`config.mk`:
```
export PLATFORM = sky130hd
export DESIGN_NAME = random_cyclic_chain_generator_core
export DESIGN_NICKNAME = d
export VERILOG_FILES = /design/src/rtl/rccg_pkg.sv /design/src/rtl/rccg_mod.sv /design/src/rtl/random_cyclic_chain_generator_core.sv
export VERILOG_INCLUDE_DIRS = /design/src /design/src/rtl
export SDC_FILE = /design/constraint.sdc
export NUM_CORES = 1
export LEC_CHECK = 0
export ABC_CLOCK_PERIOD_IN_PS = 5900
export BUFFER_PORTS_ARGS = -buffer_cell sky130_fd_sc_hd__buf_2
export CAP_MARGIN = 15
export CELL_PAD_IN_SITES_DETAIL_PLACEMENT = 2
export CELL_PAD_IN_SITES_GLOBAL_PLACEMENT = 2
export CORE_ASPECT_RATIO = 1.2
export CORE_MARGIN = 2
export CORE_UTILIZATION = 48
export CTS_BUF_LIST = sky130_fd_sc_hd__clkbuf_4
export CTS_CLUSTER_SIZE = 40
export DETAILED_ROUTE_END_ITERATION = 7
export HOLD_SLACK_MARGIN = 0.08
export PLACE_DENSITY = 0.93
export SLEW_MARGIN = 15
export SYNTH_ARGS = -nofsm -noshare
export SYNTH_HDL_FRONTEND = slang
export SYNTH_SLANG_ARGS = --single-unit
```
`constraint.sdc`:
```
create_clock -name i_clk -period 5.9 [get_ports i_clk]
set_input_delay 0.295 -clock i_clk [delete_from_list [all_inputs] [get_ports i_clk]]
set_output_delay 0.295 -clock i_clk [all_outputs]
set_load 0.05 [all_outputs]
```
`src/rtl/random_cyclic_chain_generator_core_macros.svh`:
```
// Assertion helpers used by the RTL core.
`ifndef RANDOM_CYCLIC_CHAIN_GENERATOR_CORE_MACROS_SVH
`define RANDOM_CYCLIC_CHAIN_GENERATOR_CORE_MACROS_SVH

// Same-cycle implication, disabled while reset is low.
`define RCCG_ASSERT_IMPL(label, clk, rst_n, ante, cons) \
    label: assert property (@(posedge clk) disable iff (!rst_n) (ante) |-> (cons)) \
        else $error("rccg assertion failed");

// Next-cycle implication, disabled while reset is low.
`define RCCG_ASSERT_NEXT(label, clk, rst_n, ante, cons) \
    label: assert property (@(posedge clk) disable iff (!rst_n) (ante) |=> (cons)) \
        else $error("rccg assertion failed");

`endif

```
`src/rtl/rccg_pkg.sv`:
```
package rccg_pkg;

    localparam int MAX_PAGES = 64;
    localparam int IDX_W     = $clog2(MAX_PAGES);
    localparam int CNT_W     = IDX_W + 1;
    localparam int SEED_W    = 64;
    localparam int PCNT_W    = 7;
    localparam int OUT_IDX_W = 6;

    localparam int IN_W  = ((SEED_W + PCNT_W + 7) / 8) * 8;
    localparam int OUT_W = ((3 * OUT_IDX_W + SEED_W + 7) / 8) * 8;

    localparam logic [SEED_W-1:0] DEFAULT_GEN_SEED = 64'd20260824;
    localparam logic [SEED_W-1:0] MARKER_KEY       = 64'h43594c3031424e55;

    localparam int SH_A = 13;
    localparam int SH_B = 7;
    localparam int SH_C = 17;

    function automatic logic [SEED_W-1:0] xorshift64(input logic [SEED_W-1:0] s);
        logic [SEED_W-1:0] v;
        v = s;
        v = v ^ (v << SH_A);
        v = v ^ (v >> SH_B);
        v = v ^ (v << SH_C);
        return v;
    endfunction

endpackage

```
`src/rtl/rccg_mod.sv`:
```
// Bit-serial restoring remainder: one dividend bit per cycle.
module rccg_mod (
    input  logic                         i_clk,
    input  logic                         i_rst_n,
    input  logic                         i_start,
    input  logic [rccg_pkg::SEED_W-1:0]  i_dividend,
    input  logic [rccg_pkg::CNT_W-1:0]   i_divisor,
    output logic                         o_done,
    output logic [rccg_pkg::IDX_W-1:0]   o_rem
);

    localparam int CT_W = $clog2(rccg_pkg::SEED_W);

    logic                        r_busy;
    logic                        r_done;
    logic [CT_W-1:0]             r_ct;
    logic [rccg_pkg::SEED_W-1:0] r_dvd;
    logic [rccg_pkg::CNT_W-1:0]  r_d;
    logic [rccg_pkg::IDX_W-1:0]  r_rem;

    logic [rccg_pkg::CNT_W-1:0]  trial;
    logic [rccg_pkg::CNT_W-1:0]  diff;
    logic [rccg_pkg::IDX_W-1:0]  n_rem;

    // remainder stays below the divisor (<= MAX_PAGES), so IDX_W bits hold it
    assign trial = {r_rem, r_dvd[rccg_pkg::SEED_W-1]};
    assign diff  = trial - r_d;
    assign n_rem = (trial >= r_d) ? diff[rccg_pkg::IDX_W-1:0]
                                  : trial[rccg_pkg::IDX_W-1:0];

    always_ff @(posedge i_clk) begin
        if (!i_rst_n) begin
            r_busy <= 1'b0;
            r_done <= 1'b0;
            r_ct   <= '0;
        end else begin
            r_done <= 1'b0;
            if (i_start) begin
                r_busy <= 1'b1;
                r_ct   <= '0;
            end else if (r_busy) begin
                r_ct <= r_ct + CT_W'(1);
                if (r_ct == CT_W'(rccg_pkg::SEED_W - 1)) begin
                    r_busy <= 1'b0;
                    r_done <= 1'b1;
                end
            end
        end
    end

    always_ff @(posedge i_clk) begin
        if (i_start) begin
            r_dvd <= i_dividend;
            r_d   <= i_divisor;
            r_rem <= '0;
        end else if (r_busy) begin
            r_dvd <= {r_dvd[rccg_pkg::SEED_W-2:0], 1'b0};
            r_rem <= n_rem;
        end
    end

    assign o_done = r_done;
    assign o_rem  = r_rem;

endmodule

```
`src/rtl/random_cyclic_chain_generator_core.sv`:
```
// Channel   Dir  Contents
// s_axis    in   tdata: seed[63:0], page_count[70:64]
// m_axis    out  tdata: position[5:0], page[11:6], next_page[17:12],
//                marker[81:18]; tlast marks the final link
//
// One request at a time. The request is accepted and the permutation memory is
// filled; then each of the n-1 shuffle steps runs one generator step, the
// serial remainder unit and four single-port accesses to the permutation
// memory; emission follows, one link at a time.
// A page count of zero gives no links; counts above 64 act as 64.
// Reset is synchronous, active low; the memory holds no reset state.
// A stalled m_axis halts emission; the next request may enter while the last
// link still waits in the output register.
`include "random_cyclic_chain_generator_core_macros.svh"

module random_cyclic_chain_generator_core (
    input  logic                        i_clk,
    input  logic                        i_rst_n,
    input  logic                        s_axis_tvalid,
    output logic                        s_axis_tready,
    input  logic [rccg_pkg::IN_W-1:0]   s_axis_tdata,   // seed, page_count
    output logic                        m_axis_tvalid,
    input  logic                        m_axis_tready,
    output logic [rccg_pkg::OUT_W-1:0]  m_axis_tdata,   // position, page,
                                                        // next_page, marker
    output logic                        m_axis_tlast
);

    localparam int IDX_W  = rccg_pkg::IDX_W;
    localparam int CNT_W  = rccg_pkg::CNT_W;
    localparam int SEED_W = rccg_pkg::SEED_W;
    localparam int PAD_W  = rccg_pkg::OUT_W - 3 * rccg_pkg::OUT_IDX_W - SEED_W;

    localparam logic [3:0] S_IDLE = 4'd0;
    localparam logic [3:0] S_FILL = 4'd1;
    localparam logic [3:0] S_GEN  = 4'd2;
    localparam logic [3:0] S_DIV  = 4'd3;
    localparam logic [3:0] S_RDI  = 4'd4;
    localparam logic [3:0] S_RDP  = 4'd5;
    localparam logic [3:0] S_WRI  = 4'd6;
    localparam logic [3:0] S_WRP  = 4'd7;
    localparam logic [3:0] S_EM0  = 4'd8;
    localparam logic [3:0] S_EM1  = 4'd9;
    localparam logic [3:0] S_EMR  = 4'd10;
    localparam logic [3:0] S_EMO  = 4'd11;

    logic [3:0]              r_state;
    logic [CNT_W-1:0]        r_n;
    logic [CNT_W-1:0]        r_cnt;
    logic [IDX_W-1:0]        r_i;
    logic [IDX_W-1:0]        r_pick;
    logic [IDX_W-1:0]        r_a;
    logic [IDX_W-1:0]        r_first;
    logic [IDX_W-1:0]        r_cur;
    logic [SEED_W-1:0]       r_seed;
    logic [SEED_W-1:0]       r_rng;

    logic [IDX_W-1:0]        r_store [rccg_pkg::MAX_PAGES];
    logic [IDX_W-1:0]        r_rd_data;

    logic                    r_ov;
    logic [rccg_pkg::OUT_IDX_W-1:0] r_o_pos;
    logic [rccg_pkg::OUT_IDX_W-1:0] r_o_page;
    logic [rccg_pkg::OUT_IDX_W-1:0] r_o_next;
    logic [SEED_W-1:0]       r_o_marker;
    logic                    r_o_last;

    logic                    in_xfer;
    logic [SEED_W-1:0]       in_seed;
    logic [CNT_W-1:0]        in_count;
    logic [CNT_W-1:0]        in_n;
    logic [CNT_W-1:0]        n_m1;
    logic [CNT_W-1:0]        cnt_inc;
    logic                    emit_wrap;
    logic [IDX_W-1:0]        nxt;
    logic [SEED_W-1:0]       gen_val;

    logic                    rd_en;
    logic [IDX_W-1:0]        rd_addr;
    logic                    wr_en;
    logic [IDX_W-1:0]        wr_addr;
    logic [IDX_W-1:0]        wr_data;
    logic                    out_load;

    logic                    div_start;
    logic                    div_done;
    logic [IDX_W-1:0]        div_rem;

    assign s_axis_tready = (r_state == S_IDLE);
    assign in_xfer       = s_axis_tvalid && s_axis_tready;
    assign in_seed       = s_axis_tdata[SEED_W-1:0];
    assign in_count      = s_axis_tdata[SEED_W +: rccg_pkg::PCNT_W];
    assign in_n          = (in_count > CNT_W'(rccg_pkg::MAX_PAGES))
                           ? CNT_W'(rccg_pkg::MAX_PAGES) : in_count;

    assign n_m1      = r_n - CNT_W'(1);
    assign cnt_inc   = r_cnt + CNT_W'(1);
    assign emit_wrap = (cnt_inc == r_n);
    assign nxt       = emit_wrap ? r_first : r_rd_data;
    assign gen_val   = rccg_pkg::xorshift64(r_rng);
    assign div_start = (r_state == S_GEN);

    rccg_mod u_mod (
        .i_clk      (i_clk),
        .i_rst_n    (i_rst_n),
        .i_start    (div_start),
        .i_dividend (gen_val),
        .i_divisor  ({1'b0, r_i} + CNT_W'(1)),
        .o_done     (div_done),
        .o_rem      (div_rem)
    );

    // single-port memory access schedule; each state touches at most one entry
    always_comb begin
        rd_en    = 1'b0;
        rd_addr  = '0;
        wr_en    = 1'b0;
        wr_addr  = '0;
        wr_data  = '0;
        out_load = 1'b0;
        unique case (r_state)
            S_FILL: begin
                wr_en   = 1'b1;
                wr_addr = r_cnt[IDX_W-1:0];
                wr_data = r_cnt[IDX_W-1:0];
            end
            S_RDI: begin
                rd_en   = 1'b1;
                rd_addr = r_i;
            end
            S_RDP: begin
                rd_en   = 1'b1;
                rd_addr = r_pick;
            end
            S_WRI: begin
                wr_en   = 1'b1;
                wr_addr = r_i;
                wr_data = r_rd_data;
            end
            S_WRP: begin
                wr_en   = 1'b1;
                wr_addr = r_pick;
                wr_data = r_a;
            end
            S_EM0: begin
                rd_en = 1'b1;
            end
            S_EMR: begin
                rd_en   = !emit_wrap;
                rd_addr = cnt_inc[IDX_W-1:0];
            end
            S_EMO: begin
                out_load = !r_ov || m_axis_tready;
            end
            default: ;
        endcase
    end

    always_ff @(posedge i_clk) begin
        if (wr_en) begin
            r_store[wr_addr] <= wr_data;
        end
        if (rd_en) begin
            r_rd_data <= r_store[rd_addr];
        end
    end

    always_ff @(posedge i_clk) begin
        if (!i_rst_n) begin
            r_state <= S_IDLE;
            r_ov    <= 1'b0;
            r_n     <= '0;
            r_cnt   <= '0;
            r_i     <= '0;
            r_rng   <= '0;
        end else begin
            if (out_load) begin
                r_ov <= 1'b1;
            end else if (m_axis_tready) begin
                r_ov <= 1'b0;
            end
            unique case (r_state)
                S_IDLE: begin
                    if (in_xfer) begin
                        r_n   <= in_n;
                        r_cnt <= '0;
                        r_rng <= (in_seed == '0) ? rccg_pkg::DEFAULT_GEN_SEED : in_seed;
                        if (in_n != '0) begin
                            r_state <= S_FILL;
                        end
                    end
                end
                S_FILL: begin
                    r_cnt <= cnt_inc;
                    if (r_cnt == n_m1) begin
                        if (r_n == CNT_W'(1)) begin
                            r_state <= S_EM0;
                        end else begin
                            r_i     <= n_m1[IDX_W-1:0];
                            r_state <= S_GEN;
                        end
                    end
                end
                S_GEN: begin
                    r_rng   <= gen_val;
                    r_state <= S_DIV;
                end
                S_DIV: begin
                    if (div_done) begin
                        r_state <= S_RDI;
                    end
                end
                S_RDI: r_state <= S_RDP;
                S_RDP: r_state <= S_WRI;
                S_WRI: r_state <= S_WRP;
                S_WRP: begin
                    if (r_i == IDX_W'(1)) begin
                        r_state <= S_EM0;
                    end else begin
                        r_i     <= r_i - IDX_W'(1);
                        r_state <= S_GEN;
                    end
                end
                S_EM0: r_state <= S_EM1;
                S_EM1: begin
                    r_cnt   <= '0;
                    r_state <= S_EMR;
                end
                S_EMR: r_state <= S_EMO;
                S_EMO: begin
                    if (out_load) begin
                        r_cnt   <= cnt_inc;
                        r_state <= emit_wrap ? S_IDLE : S_EMR;
                    end
                end
                default: r_state <= S_IDLE;
            endcase
        end
    end

    // datapath registers, no reset
    always_ff @(posedge i_clk) begin
        if (in_xfer) begin
            r_seed <= in_seed;
        end
        if (r_state == S_DIV && div_done) begin
            r_pick <= div_rem;
        end
        if (r_state == S_RDP) begin
            r_a <= r_rd_data;
        end
        if (r_state == S_EM1) begin
            r_first <= r_rd_data;
            r_cur   <= r_rd_data;
        end
        if (out_load) begin
            r_cur      <= nxt;
            r_o_pos    <= rccg_pkg::OUT_IDX_W'(r_cnt[IDX_W-1:0]);
            r_o_page   <= rccg_pkg::OUT_IDX_W'(r_cur);
            r_o_next   <= rccg_pkg::OUT_IDX_W'(nxt);
            r_o_marker <= SEED_W'(r_cur) ^ r_seed ^ rccg_pkg::MARKER_KEY;
            r_o_last   <= emit_wrap;
        end
    end

    assign m_axis_tvalid = r_ov;
    assign m_axis_tdata  = {{PAD_W{1'b0}}, r_o_marker, r_o_next, r_o_page, r_o_pos};
    assign m_axis_tlast  = r_o_last;

    `RCCG_ASSERT_IMPL(a_div_done_in_div, i_clk, i_rst_n, div_done, r_state == S_DIV)
    `RCCG_ASSERT_IMPL(a_pick_in_range, i_clk, i_rst_n, r_state == S_RDI, r_pick <= r_i)
    `RCCG_ASSERT_NEXT(a_last_ends_run, i_clk, i_rst_n, out_load && emit_wrap, r_state == S_IDLE)
    `RCCG_ASSERT_NEXT(a_empty_request, i_clk, i_rst_n, in_xfer && in_n == '0, r_state == S_IDLE)

endmodule
```
==> metrics, run 1 <==
Synth top cells by count 632 x edfxtp_1, 423 x nand2_1, 195 x nor2_1; port buffer count roughly 160; tool error [ERROR GRT-0232] Routing congestion too high. Check the congestion heatmap in the GUI.; cell taking the most area after synthesis edfxtp_1; Mapped Area approximately 31,000 um^2; Root Buffer Master clkbuf_4; status did not finish; largest net degree at the start of global routing 96; #FFs+latches synth 735; post_cts resized 0; yosys warns 0; Total Routing Usage GR 68.4%; cell with the most instances after synthesis edfxtp_1; CTS max path bufs 3; Exit stage global routing (5_1_grt); Seq/Total Area, Yosys 67.4%; EDFF count, synth 632; syn avg cell area 12.5 um^2; post-synthesis async set-or-reset flop share 0%; hpwl dp 80,900 um; die extent in x 237 um; initial antenna violation count between 40 and 50; remaining global-route overflow 8; ys flop type edfxtp_1; IO Pins 167; FP Rows 102; Netlist cell types 73; Worst EP kind register input; starting density of the core about half; total CTS buffers between 150 and 200; top cell type's share of synthesized area between 60% and 70%; Clock H-tree levels 4; die extent in y 283 um; GRT worst endpoint r_rd_data[4]$_DFFE_PP_/D; synth top area cells edfxtp_1 61%, dfxtp_1 6.6%, nand2_1 5.1%, xnor2_1 4.1%, nor2_1 2.3%; number of clock sinks roughly 740; GP Congestion about 0.90; post-synthesis cell count ~2,500
## metrics by stage
step	std cells	hold WS, ns	util (%)	area (um^2)	setup slack (ns)
global placement	3388	0.401	50.9	32800	1.65
CTS	3878	0.0840	57.0	36700	0.955
floorplan	2507	0.394	-	31200	1.35
detailed placement	3388	0.405	50.9	32800	1.29
## cells by family after synthesis
group                      after synthesis  synth area share, %
other                                    1               0.0120
xor gates and xnor gates               209                 5.91
DFF                                    735                 67.4
muxes                                   76                 2.85
buffers and inverters                  216                 2.92
adders and majority gates               15                0.626
and+or+nand+nor                        853                 11.8
AOI/OAI and AO/OA                      397                 8.48
## layer usage
layer  GRT overflow  global-route usage [%]
met2              2                    87.9
met3              0                    45.3
met5              0                    8.59
met1              0                    70.8
met4              6                    71.4
## timing repair
item | in CTS
hold endpoints to repair | 159
hold buffers | 157
setup buffers | 0
==> run 2, diff against run 1 <==
--- a/config.mk
+++ b/config.mk
@@ -9,16 +9,10 @@
 export ABC_CLOCK_PERIOD_IN_PS = 5900
 export BUFFER_PORTS_ARGS = -buffer_cell sky130_fd_sc_hd__buf_2
 export CAP_MARGIN = 15
-export CELL_PAD_IN_SITES_DETAIL_PLACEMENT = 2
-export CELL_PAD_IN_SITES_GLOBAL_PLACEMENT = 2
-export CORE_ASPECT_RATIO = 1.2
 export CORE_MARGIN = 2
-export CORE_UTILIZATION = 48
-export CTS_BUF_LIST = sky130_fd_sc_hd__clkbuf_4
-export CTS_CLUSTER_SIZE = 40
+export CORE_UTILIZATION = 40
 export DETAILED_ROUTE_END_ITERATION = 7
-export HOLD_SLACK_MARGIN = 0.08
-export PLACE_DENSITY = 0.93
+export PLACE_DENSITY_LB_ADDON = 0.15
 export SLEW_MARGIN = 15
 export SYNTH_ARGS = -nofsm -noshare
 export SYNTH_HDL_FRONTEND = slang
==> metrics, run 2 <==
status finished clean; Tmin final 4.51 ns; WP data required between 6 and 7 ns; Netlist cell types 73; Critical Path AT 4.85 ns; post-route cell area between 30,000 and 40,000 um^2; crit end category flip-flop; GP Congestion between 0.8 and 0.9; cell taking the most area after synthesis edfxtp_1; Hold EP m_axis_tvalid$_SDFFE_PN0P_; Worst Hold Depth 3; Worst-Skew Late Latency 0.64 ns; DRC Markers 0; top cell type's share of synthesized area 60.8%; synth top area cells edfxtp_1 61%, dfxtp_1 6.6%, nand2_1 5.1%, xnor2_1 4.1%, nor2_1 2.3%; RSZ-0062 raised after global routing false; CTS tree yes; Reg clk slew, reported paths 0.06 ns; Worst Skew about 0.021 ns; DR vias between 20,000 and 25,000; total CTS buffers 78; cell with the most instances after synthesis edfxtp_1; Hold Violations, Final 0; RR Endpoint r_rd_data[0]$_DFFE_PP_; Pwr Total between 0.015 and 0.02 W; area delta synth->final 16.8%; post-synthesis cell count between 2,000 and 3,000; final setup TNS 0 ns; Total Routing Usage GR a little over a fifth; Cell Area, Placed 33,000 um^2; DR iter-0 viols 1,973; hpwl dp between 50,000 and 60,000 um; post-synthesis async set-or-reset flop share 0%; Worst R2R Start r_state[0]$_SDFFE_PN0P_; via/cell ratio between 5 and 6; share of cells above drive strength 1 13.5%; syn avg cell area 12.5 um^2; Synth top cells by count 632 x edfxtp_1, 423 x nand2_1, 195 x nor2_1; core outline area 77,300 um^2; Mapped Area about 31,000 um^2; largest net degree at the start of global routing 83; Sw Ratio between 30% and 40%; die extent in x roughly 280 um; Clock H-tree levels 3; ys flop type edfxtp_1; Die ar. 80,300 um^2; period utilization ~76%; Peak VDD IR between 200 and 300 uV; Post-CTS Setup Repair Bufs 0; number of clock sinks between 700 and 800; yosys warns 0; number of global-route vias before repair between 15,000 and 20,000; power share of the clock group 30.8%; register area between 20,000 and 25,000 um^2; initial antenna violation count 0; NetSw 0.00555 W; starting density of the core between 40% and 50%; HP Start m_axis_tready; ant diodes 0; commonest non-fill, non-tap cell in the layout edfxtp_1; Seq/Total Area, Yosys around 67%; FP Rows around 100; Comb power frac roughly 28%; Worst Tran Pin Value around 1.1 ns; final setup fails 0; internal power 0.0112 W; CTS max path bufs 3; fmax 222 MHz; reg2reg setup slack around 1.4 ns; CP Launch Type flip-flop; max reg flops between 300 and 400; drt first pass iters 6; WL/cell roughly 23 um; first-pass GRT wire length 129,000 um; die extent in y 283 um; footprint of the multi-input gates ~9300 um^2; Max Transition Viols Final 0; reg2reg path depth 9; critical path fanouts, max 24; max-capacitance violation count 0; final net count between 2,000 and 3,000; EDFF count, synth 632; IO Pins ~170; Fillers between 6,000 and 7,000; remaining global-route overflow 0; DRT antenna net count 0; most frequent cells in the layout 632 x edfxtp_1, 421 x nand2_1, 193 x nor2_1; drt total wl about 86,000 um; post-layout util a little under half; Root Buffer Master clkbuf_16; crit path kind reg2reg; power share of the sequential group roughly two fifths; #FFs+latches synth roughly 740; Hold/Removal Path Class in2reg; power density over the cells 459 nW/um^2; LEAKAGE roughly 13 nW; largest reg by FF count r_store; Slew headroom roughly 24%; port buffer count ~160
-- run 2: cell counts after synthesis --
Identical to the previous run, type by type.
-- run 2: worst max-delay path, cell delays in order (launching register included) --
cell and delay [ns]:
dfxtp_1 0.61, nand4bb_1 0.82, o22a_1 0.69, nor2_2 0.72
buf_4 0.40, nand3_1 0.11, a31oi_1 0.37, nor3_1 0.13
a21oi_1 0.25, a21oi_1 0.11
-- run 2: cell type report --
class                      count  area share (%)
multi-input combinational   1556            25.6
tap                         1040            3.57
clock buffer                  89            5.52
timing repair buffer         272            5.20
sequential                   735            57.7
inverter                      60           0.625
clock inverter                53            1.82
-- run 2: layer usage --
layer / global-route usage [%] / part of all wire [%]
met3: 3.19 / 6.1
met5: 0 / 0
met2: 32.7 / 46
met1: 31.0 / 46
met4: 4.60 / 1.5
-- run 2: how the worst max path moves through the flow --
stage,startpoint,endpoint,cells past startpoint
detailed placement,r_state[0]$_SDFFE_PN0P_,r_rd_data[0]$_DFFE_PP_,9
finish,r_state[0]$_SDFFE_PN0P_,r_rd_data[0]$_DFFE_PP_,9
floorplan,r_state[0]$_SDFFE_PN0P_,r_rng[13]$_SDFFE_PN0P_,9
global route,r_state[0]$_SDFFE_PN0P_,r_rd_data[0]$_DFFE_PP_,9
global placement,r_state[0]$_SDFFE_PN0P_,r_rd_data[0]$_DFFE_PP_,9
CTS,r_state[0]$_SDFFE_PN0P_,r_rd_data[0]$_DFFE_PP_,9
-- run 2: through the flow --
stage / hold WS, ns / cells / setup WS [ns]
2_1_floorplan: 0.394 / 2507 / 1.35
3_3_place_gp: 0.402 / 3591 / 1.52
3_5_place_dp: 0.405 / 3591 / 1.48
4_1_cts: 0.0761 / 3804 / 1.48
5_1_grt: 0.112 / 3805 / 1.18
6_report: 0.100 / 3805 / 1.39
-- run 2: what timing repair did --
item,in CTS,in global routing
hold endpoints to repair,82,0
setup endpoints to repair,0,0
hold buffers,71,0
resized for setup,0,0
-- run 2: kinds of logic (layout without fill, tap and decap cells) --
logic type | after synthesis | after routing | share of synthesized area [%]
compound gates | 397 | 397 | 8.48
xor+xnor | 209 | 209 | 5.91
fa+ha+maj | 15 | 15 | 0.626
buf+inv | 216 | 474 | 2.92
flops | 735 | 735 | 67.4
mux | 76 | 76 | 2.85
other cells | 1 | 6 | 0.0120
simple gates | 853 | 853 | 11.8
-- run 2: power groups by stage --
stage                     clock (W)  combinational, W  sequential [W]
after CTS                   0.00526           0.00467         0.00689
after global placement            0           0.00458         0.00699
after floorplan                   0           0.00347         0.00676
final                       0.00515           0.00468         0.00690
after global routing        0.00544           0.00509         0.00696
after detailed placement          0           0.00460         0.00700
Note: power is estimated with default switching activity, not from simulation.
